==> src/rtl/core/ovpv_pkg.sv <==
package ovpv_pkg;

  // status codes
  localparam logic [2:0] ST_OK         = 3'd0;
  localparam logic [2:0] ST_MAGIC      = 3'd1;
  localparam logic [2:0] ST_TRUNCATED  = 3'd2;
  localparam logic [2:0] ST_VERSION    = 3'd3;
  localparam logic [2:0] ST_FORMAT     = 3'd4;
  localparam logic [2:0] ST_CORRUPTED  = 3'd5;
  localparam logic [2:0] ST_TOO_LONG   = 3'd6;
  localparam logic [2:0] ST_NOT_VORBIS = 3'd7;

  // configuration register indexes
  localparam logic [1:0] CFG_MAX_GRANULE = 2'd0;
  localparam logic [1:0] CFG_CHANNELS    = 2'd1;
  localparam logic [1:0] CFG_SAMPLE_RATE = 2'd2;

  localparam logic [62:0] MAX_GRANULE_RST = 63'd441000;
  localparam logic [7:0]  CHANNELS_RST    = 8'd1;
  localparam logic [31:0] SAMPLE_RATE_RST = 32'd44100;

  localparam logic [16:0] IDENT_LEN     = 17'd30;
  localparam logic [3:0]  BLK_EXP_MIN   = 4'd6;
  localparam logic [3:0]  BLK_EXP_MAX   = 4'd13;
  localparam int unsigned FLAG_BOS_BIT  = 1;  // 0x2
  localparam int unsigned FLAG_EOS_BIT  = 2;  // 0x4

  // result word carried on the master tdata
  typedef struct packed {
    logic [3:0] pad;
    logic [2:0] status;
    logic       stream_done;
    logic [7:0] payload_byte;
  } out_data_t;

  // "OggS"
  function automatic logic [7:0] capture_byte(logic [1:0] idx);
    logic [7:0] r;
    case (idx)
      2'd0:    r = 8'h4f;
      2'd1:    r = 8'h67;
      2'd2:    r = 8'h67;
      default: r = 8'h53;
    endcase
    return r;
  endfunction

  // "vorbis", indexed by ident header position 1..6
  function automatic logic [7:0] vorbis_tag(logic [2:0] pos);
    logic [7:0] r;
    case (pos)
      3'd1:    r = 8'h76;
      3'd2:    r = 8'h6f;
      3'd3:    r = 8'h72;
      3'd4:    r = 8'h62;
      3'd5:    r = 8'h69;
      3'd6:    r = 8'h73;
      default: r = 8'h00;
    endcase
    return r;
  endfunction

endpackage

==> src/rtl/core/ovpv_ident_chk.sv <==
// fault check for one byte of the vorbis identification header
module ovpv_ident_chk (
  input  logic [4:0]  pos_i,
  input  logic [7:0]  byte_i,
  input  logic [7:0]  req_channels_i,
  input  logic [31:0] req_rate_i,
  output logic [2:0]  err_o
);

  logic [7:0] rate_byte;

  assign rate_byte = req_rate_i[{pos_i[1:0], 3'b000} +: 8];

  always_comb begin
    err_o = ovpv_pkg::ST_OK;
    unique case (pos_i) inside
      5'd0: begin
        if (byte_i != 8'd1) err_o = ovpv_pkg::ST_NOT_VORBIS;
      end
      [5'd1:5'd6]: begin
        if (byte_i != ovpv_pkg::vorbis_tag(pos_i[2:0])) err_o = ovpv_pkg::ST_NOT_VORBIS;
      end
      [5'd7:5'd10]: begin
        if (byte_i != 8'd0) err_o = ovpv_pkg::ST_NOT_VORBIS;
      end
      5'd11: begin
        if (byte_i != req_channels_i) err_o = ovpv_pkg::ST_FORMAT;
      end
      [5'd12:5'd15]: begin
        if (byte_i != rate_byte) err_o = ovpv_pkg::ST_FORMAT;
      end
      5'd28: begin
        // low nibble is the short block exponent, high nibble the long one
        if (byte_i[3:0] > byte_i[7:4] || byte_i[7:4] > ovpv_pkg::BLK_EXP_MAX ||
            byte_i[3:0] < ovpv_pkg::BLK_EXP_MIN) err_o = ovpv_pkg::ST_CORRUPTED;
      end
      5'd29: begin
        if (!byte_i[0]) err_o = ovpv_pkg::ST_CORRUPTED;
      end
      default: err_o = ovpv_pkg::ST_OK;
    endcase
  end

endmodule

==> src/rtl/core/ogg_vorbis_page_verifier.sv <==
// Ogg page verifier for a single Vorbis stream. The file enters one byte per request on
// the slave stream (tdata = byte; tlast = end of file, the byte then being ignored). Each
// request yields exactly one result on the master stream, in the cycle after it is taken:
// tdata holds payload byte, stream_done and status, tuser flags a byte to hash and tlast
// marks a byte that completed a page. One byte is taken every cycle; the single result
// register stalls intake only while a result is held back by the sink. Errors are sticky:
// once status is nonzero every later result repeats it with all other fields zero. The user
// must write the configuration registers (max granule, channels, sample rate) through
// cfg_we_i / cfg_addr_i / cfg_wdata_i only while the stream is idle; the block does not check.
module ogg_vorbis_page_verifier (
  input  logic        clk_i,
  input  logic        rst_ni,
  input  logic        cfg_we_i,
  input  logic [1:0]  cfg_addr_i,
  input  logic [62:0] cfg_wdata_i,
  input  logic        s_axis_tvalid,
  output logic        s_axis_tready,
  input  logic [7:0]  s_axis_tdata,   // [7:0] byte_value
  input  logic        s_axis_tlast,   // end_of_input
  output logic        m_axis_tvalid,
  input  logic        m_axis_tready,
  output logic [15:0] m_axis_tdata,   // [7:0] payload_byte, [8] stream_done, [11:9] status
  output logic        m_axis_tuser,   // payload_valid
  output logic        m_axis_tlast    // page_done
);

  localparam logic [2:0] PH_HEADER   = 3'd0;
  localparam logic [2:0] PH_SEGMENTS = 3'd1;
  localparam logic [2:0] PH_DATA     = 3'd2;
  localparam logic [2:0] PH_DONE     = 3'd3;
  localparam logic [2:0] PH_ERROR    = 3'd4;

  logic [62:0] max_granule_q;
  logic [7:0]  req_channels_q;
  logic [31:0] req_rate_q;

  logic [2:0]  phase_q, phase_d;
  logic [4:0]  hdr_pos_q, hdr_pos_d;
  logic [15:0] flags_ver_q, flags_ver_d;
  logic [63:0] granule_q, granule_d;
  logic [31:0] serial_q, serial_d;
  logic [31:0] seq_q, seq_d;
  logic [31:0] stored_serial_q, stored_serial_d;
  logic [31:0] exp_seq_q, exp_seq_d;
  logic [7:0]  seg_left_q, seg_left_d;
  logic [16:0] data_len_q, data_len_d;
  logic [16:0] data_pos_q, data_pos_d;
  logic        seen_first_q, seen_first_d;
  logic        seen_last_q, seen_last_d;
  logic        hashing_q, hashing_d;
  logic [2:0]  ident_err_q, ident_err_d;
  logic [2:0]  sticky_q, sticky_d;
  logic        magic_ok_q, magic_ok_d;
  logic        ident_page_q, ident_page_d;

  logic        out_valid_q;
  ovpv_pkg::out_data_t out_data_q, res_data;
  logic        out_user_q, out_last_q;
  logic        res_pv, res_pd, finish;

  logic        in_acc;
  logic [7:0]  b;
  logic        eoi;

  // page header check terms
  logic        bos, eos, seen_first_new;
  logic [31:0] exp_seq_new, stored_serial_new;
  logic [2:0]  hdr_err;

  // data phase terms
  logic [16:0] data_len_new, data_pos_new;
  logic [7:0]  seg_left_new;
  logic [2:0]  ident_chk_err, ident_err_now;
  logic [2:0]  gran_idx;
  logic [1:0]  word_idx;

  assign in_acc        = s_axis_tvalid && s_axis_tready;
  assign s_axis_tready = !out_valid_q || m_axis_tready;
  assign b             = s_axis_tdata;
  assign eoi           = s_axis_tlast;

  ovpv_ident_chk u_ident_chk (
    .pos_i          (data_pos_q[4:0]),
    .byte_i         (b),
    .req_channels_i (req_channels_q),
    .req_rate_i     (req_rate_q),
    .err_o          (ident_chk_err)
  );

  // header checks, in the order the format fixes
  always_comb begin
    bos               = flags_ver_q[8 + ovpv_pkg::FLAG_BOS_BIT];
    eos               = flags_ver_q[8 + ovpv_pkg::FLAG_EOS_BIT];
    seen_first_new    = seen_first_q || bos;
    exp_seq_new       = bos ? 32'd0 : exp_seq_q + 32'd1;
    stored_serial_new = (stored_serial_q == 32'd0) ? serial_q : stored_serial_q;
    hdr_err           = ovpv_pkg::ST_OK;
    if (!magic_ok_q) begin
      hdr_err = ovpv_pkg::ST_MAGIC;
    end else if (flags_ver_q[7:0] != 8'd0) begin
      hdr_err = ovpv_pkg::ST_VERSION;
    end else if (bos && seen_first_q) begin
      hdr_err = ovpv_pkg::ST_FORMAT;
    end else if (!seen_first_new) begin
      hdr_err = ovpv_pkg::ST_CORRUPTED;
    end else if (granule_q != '1 && granule_q > {1'b0, max_granule_q}) begin
      hdr_err = ovpv_pkg::ST_TOO_LONG;
    end else if (stored_serial_q != 32'd0 && serial_q != stored_serial_q) begin
      hdr_err = ovpv_pkg::ST_CORRUPTED;
    end else if (seq_q != exp_seq_new) begin
      hdr_err = ovpv_pkg::ST_CORRUPTED;
    end else if (exp_seq_new == 32'd0 && b != 8'd1) begin
      // ident page must carry exactly one segment
      hdr_err = ovpv_pkg::ST_NOT_VORBIS;
    end
  end

  assign data_len_new  = data_len_q + {9'd0, b};
  assign seg_left_new  = seg_left_q - 8'd1;
  assign data_pos_new  = data_pos_q + 17'd1;
  assign ident_err_now = (ident_err_q != ovpv_pkg::ST_OK) ? ident_err_q : ident_chk_err;
  assign gran_idx      = 3'(hdr_pos_q - 5'd6);
  assign word_idx      = hdr_pos_q[1:0] + 2'd2;  // 14..17 and 18..21 map to 0..3

  always_comb begin
    phase_d         = phase_q;
    hdr_pos_d       = hdr_pos_q;
    flags_ver_d     = flags_ver_q;
    granule_d       = granule_q;
    serial_d        = serial_q;
    seq_d           = seq_q;
    stored_serial_d = stored_serial_q;
    exp_seq_d       = exp_seq_q;
    seg_left_d      = seg_left_q;
    data_len_d      = data_len_q;
    data_pos_d      = data_pos_q;
    seen_first_d    = seen_first_q;
    seen_last_d     = seen_last_q;
    hashing_d       = hashing_q;
    ident_err_d     = ident_err_q;
    sticky_d        = sticky_q;
    magic_ok_d      = magic_ok_q;
    ident_page_d    = ident_page_q;
    res_data        = '0;
    res_pv          = 1'b0;
    res_pd          = 1'b0;
    finish          = 1'b0;

    if (in_acc) begin
      unique case (phase_q)
        PH_DONE: begin
          res_data.stream_done = 1'b1;
        end
        PH_HEADER: begin
          if (eoi) begin
            phase_d  = PH_ERROR;
            sticky_d = (hdr_pos_q < 5'd4 || !magic_ok_q) ? ovpv_pkg::ST_MAGIC
                                                          : ovpv_pkg::ST_TRUNCATED;
          end else begin
            if (hdr_pos_q < 5'd4) begin
              if (b != ovpv_pkg::capture_byte(hdr_pos_q[1:0])) magic_ok_d = 1'b0;
            end else if (hdr_pos_q == 5'd4) begin
              flags_ver_d[7:0] = b;
            end else if (hdr_pos_q == 5'd5) begin
              flags_ver_d[15:8] = b;
            end else if (hdr_pos_q < 5'd14) begin
              granule_d[{gran_idx, 3'b000} +: 8] = b;
            end else if (hdr_pos_q < 5'd18) begin
              serial_d[{word_idx, 3'b000} +: 8] = b;
            end else if (hdr_pos_q < 5'd22) begin
              seq_d[{word_idx, 3'b000} +: 8] = b;
            end
            if (hdr_pos_q < 5'd26) begin
              hdr_pos_d = hdr_pos_q + 5'd1;
            end else if (hdr_err != ovpv_pkg::ST_OK) begin
              phase_d  = PH_ERROR;
              sticky_d = hdr_err;
            end else begin
              seen_first_d    = seen_first_new;
              exp_seq_d       = exp_seq_new;
              seen_last_d     = seen_last_q || eos;
              stored_serial_d = stored_serial_new;
              ident_page_d    = (exp_seq_new == 32'd0);
              if (granule_q != 64'd0) hashing_d = 1'b1;
              seg_left_d  = b;
              data_len_d  = '0;
              ident_err_d = ovpv_pkg::ST_OK;
              if (b == 8'd0) finish = 1'b1;
              else phase_d = PH_SEGMENTS;
            end
          end
        end
        PH_SEGMENTS: begin
          if (eoi) begin
            phase_d  = PH_ERROR;
            sticky_d = ovpv_pkg::ST_CORRUPTED;
          end else begin
            data_len_d = data_len_new;
            seg_left_d = seg_left_new;
            if (seg_left_new == 8'd0) begin
              if (ident_page_q && data_len_new != ovpv_pkg::IDENT_LEN) begin
                phase_d  = PH_ERROR;
                sticky_d = ovpv_pkg::ST_NOT_VORBIS;
              end else if (data_len_new == 17'd0) begin
                finish = 1'b1;
              end else begin
                phase_d    = PH_DATA;
                data_pos_d = '0;
              end
            end
          end
        end
        PH_DATA: begin
          if (eoi) begin
            phase_d  = PH_ERROR;
            sticky_d = ovpv_pkg::ST_CORRUPTED;
          end else begin
            if (hashing_q) begin
              res_pv                = 1'b1;
              res_data.payload_byte = b;
            end
            if (ident_page_q) ident_err_d = ident_err_now;
            data_pos_d = data_pos_new;
            if (data_pos_new >= data_len_q) begin
              if (ident_page_q && ident_err_now != ovpv_pkg::ST_OK) begin
                phase_d  = PH_ERROR;
                sticky_d = ident_err_now;
              end else begin
                finish = 1'b1;
              end
            end
          end
        end
        default: begin
        end
      endcase

      if (finish) begin
        res_pd = 1'b1;
        if (hashing_d && seen_last_d) begin
          res_data.stream_done = 1'b1;
          phase_d              = PH_DONE;
        end else begin
          phase_d    = PH_HEADER;
          hdr_pos_d  = '0;
          magic_ok_d = 1'b1;
        end
      end

      if (phase_d == PH_ERROR) begin
        res_data = '0;
        res_pv   = 1'b0;
        res_pd   = 1'b0;
      end
      res_data.status = sticky_d;
    end
  end

  always_ff @(posedge clk_i or negedge rst_ni) begin
    if (!rst_ni) begin
      max_granule_q  <= ovpv_pkg::MAX_GRANULE_RST;
      req_channels_q <= ovpv_pkg::CHANNELS_RST;
      req_rate_q     <= ovpv_pkg::SAMPLE_RATE_RST;
    end else if (cfg_we_i) begin
      unique case (cfg_addr_i)
        ovpv_pkg::CFG_MAX_GRANULE: max_granule_q  <= cfg_wdata_i;
        ovpv_pkg::CFG_CHANNELS:    req_channels_q <= cfg_wdata_i[7:0];
        ovpv_pkg::CFG_SAMPLE_RATE: req_rate_q     <= cfg_wdata_i[31:0];
        default: begin
        end
      endcase
    end
  end

  always_ff @(posedge clk_i or negedge rst_ni) begin
    if (!rst_ni) begin
      phase_q         <= PH_HEADER;
      hdr_pos_q       <= '0;
      flags_ver_q     <= '0;
      granule_q       <= '0;
      serial_q        <= '0;
      seq_q           <= '0;
      stored_serial_q <= '0;
      exp_seq_q       <= '0;
      seg_left_q      <= '0;
      data_len_q      <= '0;
      data_pos_q      <= '0;
      seen_first_q    <= 1'b0;
      seen_last_q     <= 1'b0;
      hashing_q       <= 1'b0;
      ident_err_q     <= '0;
      sticky_q        <= '0;
      magic_ok_q      <= 1'b1;
      ident_page_q    <= 1'b0;
    end else begin
      phase_q         <= phase_d;
      hdr_pos_q       <= hdr_pos_d;
      flags_ver_q     <= flags_ver_d;
      granule_q       <= granule_d;
      serial_q        <= serial_d;
      seq_q           <= seq_d;
      stored_serial_q <= stored_serial_d;
      exp_seq_q       <= exp_seq_d;
      seg_left_q      <= seg_left_d;
      data_len_q      <= data_len_d;
      data_pos_q      <= data_pos_d;
      seen_first_q    <= seen_first_d;
      seen_last_q     <= seen_last_d;
      hashing_q       <= hashing_d;
      ident_err_q     <= ident_err_d;
      sticky_q        <= sticky_d;
      magic_ok_q      <= magic_ok_d;
      ident_page_q    <= ident_page_d;
    end
  end

  // result register
  always_ff @(posedge clk_i or negedge rst_ni) begin
    if (!rst_ni) begin
      out_valid_q <= 1'b0;
    end else if (in_acc) begin
      out_valid_q <= 1'b1;
    end else if (m_axis_tready) begin
      out_valid_q <= 1'b0;
    end
  end

  always_ff @(posedge clk_i) begin
    if (in_acc) begin
      out_data_q <= res_data;
      out_user_q <= res_pv;
      out_last_q <= res_pd;
    end
  end

  assign m_axis_tvalid = out_valid_q;
  assign m_axis_tdata  = out_data_q;
  assign m_axis_tuser  = out_user_q;
  assign m_axis_tlast  = out_last_q;

endmodule

==> config.mk <==
export PLATFORM = sky130hd
export DESIGN_NAME = ogg_vorbis_page_verifier
export DESIGN_NICKNAME = d
export VERILOG_FILES = /design/src/rtl/core/ovpv_pkg.sv /design/src/rtl/core/ovpv_ident_chk.sv /design/src/rtl/core/ogg_vorbis_page_verifier.sv
export SDC_FILE = /design/constraint.sdc
export NUM_CORES = 1
export LEC_CHECK = 0
export BUFFER_PORTS_ARGS = -buffer_cell sky130_fd_sc_hd__buf_4
export CAP_MARGIN = 20
export CELL_PAD_IN_SITES_DETAIL_PLACEMENT = 1
export CELL_PAD_IN_SITES_GLOBAL_PLACEMENT = 1
export CORE_UTILIZATION = 35
export DETAILED_ROUTE_END_ITERATION = 16
export PLACE_DENSITY_LB_ADDON = 0.12
export SYNTH_ARGS = -nofsm -noshare
export SYNTH_HDL_FRONTEND = slang
export SYNTH_SLANG_ARGS = --single-unit
==> constraint.sdc <==
create_clock -name clk_i -period 11 [get_ports clk_i]
set_input_delay 1.65 -clock clk_i [delete_from_list [all_inputs] [get_ports clk_i]]
set_output_delay 1.65 -clock clk_i [all_outputs]
set_load 0.02 [all_outputs]
-- Yosys cells after proc, flatten, opt, wreduce, memory -nomap -nowiden
Cells that the tools add are included.
- flip-flop bits (word level): 386
- latch bits: 0
- RAM bits: 0
- bits in read-only memories: 0
- input bits: 79
- output and inout port bits: 20
- logic and storage cells: 279
- memories: 0
- $add $sub $neg: 9
- $mul: 0
- divide/modulo/power cells: 0
- $lt $le $gt $ge: 16
- eq/ne operators: 37
- shift operators: 5
- multiplexer cells: 118
- bitwise logic cells: 10
- reductions and logical operators: 55
- operator list (kind ; number):
    17-bit 2-to-1 mux ; 9
    3-bit 2-to-1 mux ; 43
    8-bit 2-to-1 mux ; 9
    17-bit case mux with 2 select lines ; 2
    32-bit bitwise mux ; 2
    64-bit bitwise mux ; 1
    64-bit by 63-bit greater-than comparator with 1-bit output ; 1
    32-bit zero test ; 2
    32-bit != test ; 2
    64-bit != test (second input constant) ; 1
    64-bit nonzero test ; 1
    8-bit by 8-bit variable shift with 64-bit output (first input constant) ; 1
    8-bit by 8-bit indexed part select with 64-bit output ; 1
    7-bit case mux with 6 select lines ; 1
    1-bit 2-to-1 mux ; 36
    32-bit by 1-bit adder with 32-bit output (second input constant) ; 1
    32-bit 2-to-1 mux ; 1
    8-bit != test ; 4
    32-bit nonzero test ; 1
    8-bit by 7-bit variable shift with 32-bit output (first input constant) ; 1
    32-bit by 6-bit indexed part select with 8-bit output ; 1
    8-bit by 7-bit indexed part select with 32-bit output ; 1
    5-bit 2-to-1 mux ; 5
    3-bit case mux with 7 select lines ; 1
    58 further kinds ; 122

-- Longest topological paths before layout
- depth after elaboration: 24
- depth in mapped cells: 19
- gate-level depth less buffers: 17

-- Cells and area by module
A second synthesis with hierarchy kept.
- cells, all modules: 2440
- area, all modules: 22581.7 um2
- by module, submodules not included (module ; times used ; cells each ; area each (um2) ; seq. area each (um2)):
    ogg_vorbis_page_verifier ; 1 ; 2324 ; 21683.3 ; 9626.7
    ovpv_ident_chk ; 1 ; 116 ; 898.4 ; 0.0

-- Least setup slack after synthesis
OpenSTA, ideal clock, no wires.
- path kind: input to register
- start: in s_axis_tdata[0]
- end: reg hdr_pos_q[2]
- library setup time: 0.140 ns
- arrival: 4.721 ns
- required time: 10.860 ns
- slack: 6.139 ns
- stages on the path: 13
- path buffers: 0
- path through: ha_1 fa_1 a211oi_1 o21ai_0 a21oi_1 a41oi_1 or4_1 nor4_1 nand3_1 and2_1 o21a_1 a211oi_1 o21ai_1
- longest elaborated chain between the ends: 19
- elaborated cells on any way between the ends: 61
- classes of those cells: add/sub: 1; order compare: 2; eq/ne: 5; mux: 42; reduce/logical: 11
- ends and longest elaborated chain (what ; RTL line ; RTL):
    start: declaration ; ogg_vorbis_page_verifier.sv:18 ; input logic [7:0] s_axis_tdata,
    8-bit by 1-bit != test with 1-bit output ; ovpv_ident_chk.sv:18, ogg_vorbis_page_verifier.sv:112 ;
    1-bit logical AND ; ogg_vorbis_page_verifier.sv:112 ; end else if (exp_seq_new == 32'd0 && b != 8'd1) begin
    3-bit 2-to-1 mux ; ogg_vorbis_page_verifier.sv:112 ;
    3-bit 2-to-1 mux ; ogg_vorbis_page_verifier.sv:110 ; end else if (seq_q != exp_seq_new) begin
    3-bit 2-to-1 mux ; ogg_vorbis_page_verifier.sv:108 ; end else if (stored_serial_q != 32'd0 && serial_q != stored_serial_q) begin
    3-bit 2-to-1 mux ; ogg_vorbis_page_verifier.sv:106 ; end else if (granule_q != '1 && granule_q > {1'b0, max_granule_q}) begin
    3-bit 2-to-1 mux ; ogg_vorbis_page_verifier.sv:104 ; end else if (!seen_first_new) begin
    3-bit 2-to-1 mux ; ogg_vorbis_page_verifier.sv:102 ; end else if (bos && seen_first_q) begin
    (+3 left out) ; - ;
    1-bit 2-to-1 mux ; ogg_vorbis_page_verifier.sv:175 ; end else if (hdr_err != ovpv_pkg::ST_OK) begin
    1-bit 2-to-1 mux ; ogg_vorbis_page_verifier.sv:173 ; if (hdr_pos_q < 5'd26) begin
    1-bit 2-to-1 mux ; ogg_vorbis_page_verifier.sv:155 ; if (eoi) begin
    1-bit 2-to-1 mux ; ogg_vorbis_page_verifier.sv:150 ; unique case (phase_q)
    1-bit 2-to-1 mux ; ogg_vorbis_page_verifier.sv:149 ; if (in_acc) begin
    1-bit logical AND ; ogg_vorbis_page_verifier.sv:240 ; if (hashing_d && seen_last_d) begin
    5-bit 2-to-1 mux ; ogg_vorbis_page_verifier.sv:240 ;
    5-bit 2-to-1 mux (*) ; ogg_vorbis_page_verifier.sv:238 ; if (finish) begin
    end signal: assignment ; ogg_vorbis_page_verifier.sv:297 ; hdr_pos_q <= hdr_pos_d;
    end: declaration ; ogg_vorbis_page_verifier.sv:38 ; logic [4:0] hdr_pos_q, hdr_pos_d;
Mark *: on every way between the ends. The rest lies on a longest branch, timed or not. The select of a mux whose other input is x is not followed.
A chain may end at the register's enable or synchronous reset.

-- Worst setup path after layout
- start: reg exp_seq_q[0]
- end: reg stored_serial_q[21]
- longest elaborated chain between the ends: 15
- elaborated cells on any way between the ends: 16
- classes of those cells: add/sub: 1; eq/ne: 1; mux: 9; bitwise: 1; reduce/logical: 4
- ends and longest elaborated chain (what ; RTL line ; RTL):
    start: declaration ; ogg_vorbis_page_verifier.sv:44 ; logic [31:0] exp_seq_q, exp_seq_d;
    start signal: assignment ; ogg_vorbis_page_verifier.sv:303 ; exp_seq_q <= exp_seq_d;
    32-bit by 1-bit adder with 32-bit output (*) ; ogg_vorbis_page_verifier.sv:95 ; exp_seq_new = bos ? 32'd0 : exp_seq_q + 32'd1;
    32-bit 2-to-1 mux (*) ; ogg_vorbis_page_verifier.sv:95 ;
    32-bit zero test ; ogg_vorbis_page_verifier.sv:112 ;
    1-bit logical AND ; ogg_vorbis_page_verifier.sv:112 ;
    3-bit 2-to-1 mux ; ogg_vorbis_page_verifier.sv:112 ;
    3-bit 2-to-1 mux (*) ; ogg_vorbis_page_verifier.sv:110 ;
    3-bit 2-to-1 mux (*) ; ogg_vorbis_page_verifier.sv:108 ;
    3-bit 2-to-1 mux (*) ; ogg_vorbis_page_verifier.sv:106 ;
    3-bit 2-to-1 mux (*) ; ogg_vorbis_page_verifier.sv:104 ;
    3-bit 2-to-1 mux (*) ; ogg_vorbis_page_verifier.sv:102 ;
    3-bit 2-to-1 mux (*) ; ogg_vorbis_page_verifier.sv:100 ; end else if (flags_ver_q[7:0] != 8'd0) begin
    3-bit 2-to-1 mux (*) ; ogg_vorbis_page_verifier.sv:98 ; if (!magic_ok_q) begin
    3-bit nonzero test (*) ; ogg_vorbis_page_verifier.sv:175 ;
    1-bit inverter (no line) (*) ; - ;
    6-bit AND reduction (no line) (*) ; - ;
    end signal: assignment ; ogg_vorbis_page_verifier.sv:302 ; stored_serial_q <= stored_serial_d;
    end: declaration ; ogg_vorbis_page_verifier.sv:43 ; logic [31:0] stored_serial_q, stored_serial_d;
Mark *: on every way between the ends. The rest lies on a longest branch, timed or not.

==> results_dict.tcl <==
set metrics [dict create \
    ys_async_sr_fraction_pct 96.3 \
    io_buffers 94 \
    power.total_mw 3.64 \
    grt_pass1_vias 20084 \
    cellLeakagePower_nw 11.4 \
    ant_nets 0 \
    pwr-share-seq_pct 42.7 \
    critical_path.cell_chain "ha_1 > nand2_1 > or4_1 > or4_4 > and3_1 > a21o_1 > or4_1 > nor4_1 > nand4_1 > nor4_2 > buf_4 > and2_1 > buf_16 > a21o_1" \
    ctsHoldBuffers 0 \
    ys_warn_count 0 \
    synthesis.area_mm2 0.0225 \
    crit_path_max_fanout 26 \
    vias 19468 \
    clock_power_share_pct 43.6 \
    fmax_mhz 168 \
    hold_viol_final 0 \
    synth_seq_cells 381 \
    grt_use_total_pct 23.0 \
    synth_edf_count 14 \
    synthesis.instances 2518 \
    critical-path-slowest-cell "or4_1" \
    antenna_found_initial 1 \
    start_util_pct 35.6 \
    rsz0062_at_grt "no" \
    outcome "complete, no violations" \
    slew_headroom_pct 22.2 \
    htree_levels 2 \
    fp-row-count 92 \
    worstRegToRegCells 14 \
    cp-end-kind "flop" \
    dieWidth_um 256 \
    area_delta_synth_final_pct 13.2 \
    setup_tns_ns 0 \
    dp_hpwl_mm 54.9 \
    p_comb_share_pct 13.7 \
    hold_path.class "flop to flop" \
    cts_resized 0 \
    grt_max_degree 156 \
    ir_drop_v 0.000117 \
    critPathTopFamily "simple AND/OR/NAND/NOR gates" \
    clkLatencyLatePin_ns 0.59 \
    layout.nets 2727 \
    drive_above_1_share_pct 11.9 \
    utilization_pct 40.3 \
    regArea_mm2 0.00963 \
    die_h_um 256 \
    p_int_mw 2.65 \
    slew_viol_final 0 \
    hold_depth 2 \
    tritoncts "yes" \
    synth-main-ff-cell "dfrtp_1" \
    yosysUniqueCellTypes 86 \
    postCtsSetupBuffers 0 \
    clk_pin_slew_ns 0.06 \
    io_pins 99 \
    swShare_pct 27.4 \
    cts_max_path_buffers 3 \
    clock-root-buffer "clkbuf_16" \
    period_share_pct 54.2 \
    numCtsBuffers 46 \
    nFillCells 7335 \
    gr-total-overflow 0 \
    wl_per_cell_um 22.0 \
    drv_cap 0 \
    worst_pin_slew_ns 1.14 \
    skew_ns 0.0186 \
    critPathMaxStageDelay_ns 0.63 \
    worst_ep_required_time_ns 11.52 \
    drt-pass1-iter-count 5 \
    clock-sinks 381 \
    drc 0 \
    multi_input_area_mm2 0.0119 \
    cp-start-kind "flop" \
    grt_pass1_wl_mm 119 \
    p_per_area_mw_per_mm2 143 \
    gp_congestion 0.859 \
    p_sw_mw 0.997 \
    core_area_mm2 0.0633 \
    period_minus_slack_ns 5.96 \
    wl_mm 75.2 \
    avgSynthCellArea_um2 8.95 \
    critPathBufInv 2 \
    arrival_ns 6.48 \
    drt_iter0_drc 1218 \
    dieArea_mm2 0.0654 \
    crit_cells 14 \
    ys_seq_area_share_pct 42.7 \
    path_class "flop to flop" \
    setup_viol 0 \
    num_antenna_cells 0 \
    via_per_inst 5.69 \
]
stage by stage:
| stage | setup slack [ns] | cell area [µm²] | hold slack (ns) | instances |
|---|---|---|---|---|
| after floorplan | 6.14 | 22600 | 0.432 | 2521 |
| after global placement | 4.85 | 23900 | 0.445 | 3333 |
| after detailed placement | 4.85 | 23900 | 0.460 | 3335 |
| after CTS | 5.02 | 25500 | 0.475 | 3421 |
| after global routing | 4.57 | 25500 | 0.497 | 3422 |
| final | 5.04 | 25500 | 0.478 | 3422 |
final timing paths:
kind / startpoint / endpoint / slack (ns)
min in group asynchronous: rst_ni / max_granule_q[32]$_DFFE_PN0P_ / 1.06
max in group asynchronous: rst_ni / max_granule_q[33]$_DFFE_PN0P_ / 8.36
max reg2reg: exp_seq_q[0]$_DFFE_PN0P_ / stored_serial_q[21]$_DFFE_PN0P_ / 5.04
max: exp_seq_q[0]$_DFFE_PN0P_ / stored_serial_q[21]$_DFFE_PN0P_ / 5.04
min: seen_last_q$_DFFE_PN0P_ / seen_last_q$_DFFE_PN0P_ / 0.48
min reg2reg: seen_last_q$_DFFE_PN0P_ / seen_last_q$_DFFE_PN0P_ / 0.48
cells in the final DEF, fill, tap and decap left out, types with 9 or more instances in the layout:
| cell | count |
|---|---|
| or4_1 | 24 |
| inv_1 | 128 |
| o211a_1 | 11 |
| o31ai_1 | 17 |
| a211oi_1 | 19 |
| mux2_2 | 68 |
| o21a_1 | 9 |
| clkbuf_8 | 10 |
| nor2_1 | 99 |
| dfrtp_1 | 348 |
| clkbuf_16 | 47 |
| nor4_1 | 69 |
| clkbuf_1 | 11 |
| and3_1 | 28 |
| mux2i_1 | 14 |
| nand3b_1 | 9 |
| ha_1 | 109 |
| nand4_1 | 84 |
| nor3_1 | 50 |
| buf_4 | 111 |
| a21o_1 | 47 |
| nor2b_1 | 15 |
| xnor2_1 | 61 |
| a211o_1 | 9 |
| o22ai_1 | 12 |
| o2111ai_1 | 11 |
| edfxtp_1 | 14 |
| or3_1 | 18 |
| a21oi_1 | 94 |
| o21ai_1 | 21 |
| and2_1 | 18 |
| or2_2 | 10 |
| xor2_1 | 24 |
| nand2_1 | 382 |
| dfstp_2 | 18 |
| a31oi_1 | 20 |
| o21ai_0 | 269 |
| nand3_1 | 73 |
| o211ai_1 | 19 |
| nand2b_1 | 22 |
worst min-delay path, cell delays in order (launching register included):
cell and delay (ns):
dfrtp_1 0.32, inv_1 0.05, o21ai_1 0.07
power by group through the flow:
stage	Combinational (mW)	Sequential (mW)	Clock (mW)
after floorplan	0.327	1.56	0
after global placement	0.479	1.58	0
after detailed placement	0.505	1.58	0
after CTS	0.507	1.56	1.63
after global routing	0.561	1.57	1.68
final	0.499	1.56	1.59
per-layer routing:
| layer | share of wire, % | routed length [µm] | up-vias | track usage (%) |
|---|---|---|---|---|
| met4 | 2.7 | 2000 | 2 | 6.79 |
| met5 | 0.017 | 13 | - | 0 |
| met1 | 48 | 36100 | 9901 | 32.3 |
| met3 | 3.3 | 2450 | 105 | 2.72 |
| li1 | - | - | 9136 | - |
| met2 | 46 | 34600 | 324 | 37.0 |
flip-flops by register name, indices dropped and copies added, names as in the netlist, 3 cells and up:
register and cells:
hdr_pos_q 5, exp_seq_q 32, max_granule_q 63, granule_q 64, stored_serial_q 32, m_axis_tdata 12
data_pos_q 17, flags_ver_q 10, req_channels_q 8, ident_err_q 3, sticky_q 3, req_rate_q 32
serial_q 32, seg_left_q 8, phase_q 3, data_len_q 17, seq_q 32
Yosys cell counts (all sizes together) (15+ instances only):
| library cell | instances | area share [%] |
|---|---|---|
| a211oi | 19 | 0.63 |
| a21o | 47 | 1.6 |
| a21oi | 94 | 2.1 |
| a31oi | 20 | 0.56 |
| and2 | 18 | 0.50 |
| and3 | 28 | 0.78 |
| buf | 31 | 0.75 |
| clkbuf | 115 | 1.9 |
| dfrtp | 349 | 39 |
| dfstp | 18 | 2.1 |
| ha | 109 | 6.1 |
| inv | 128 | 2.1 |
| mux2 | 71 | 3.5 |
| nand2 | 382 | 6.4 |
| nand2b | 22 | 0.61 |
| nand3 | 75 | 1.7 |
| nand4 | 85 | 2.4 |
| nor2 | 100 | 1.7 |
| nor2b | 15 | 0.42 |
| nor3 | 51 | 1.1 |
| nor4 | 72 | 2.1 |
| o211ai | 20 | 0.69 |
| o21ai | 290 | 6.4 |
| o31ai | 17 | 0.57 |
| or3 | 18 | 0.50 |
| or4 | 26 | 0.90 |
| xnor2 | 61 | 2.4 |
| xor2 | 24 | 0.93 |
logic make-up (layout without fill, tap and decap cells):
group,Yosys count,in the layout,synth area share (%)
AND/OR/NAND/NOR,935,935,20.6
AO/OA/AOI/OAI,637,637,17.4
flip-flops,381,381,42.7
buffers and inverters,276,331,4.83
adder cells (fa/ha/maj),110,110,6.14
multiplexers,93,93,4.97
XOR/XNOR,85,85,3.30
other,1,4,0.0166
cell type report:
cell class | count | area share (%)
Multi-Input combinational cell | 1864 | 46.5
Timing Repair Buffer | 115 | 3.57
Clock inverter | 18 | 0.834
Sequential cell | 381 | 37.7
Tap cell | 846 | 4.15
Inverter | 130 | 1.91
Clock buffer | 68 | 5.31
Power figures use the tool's default switching activity.
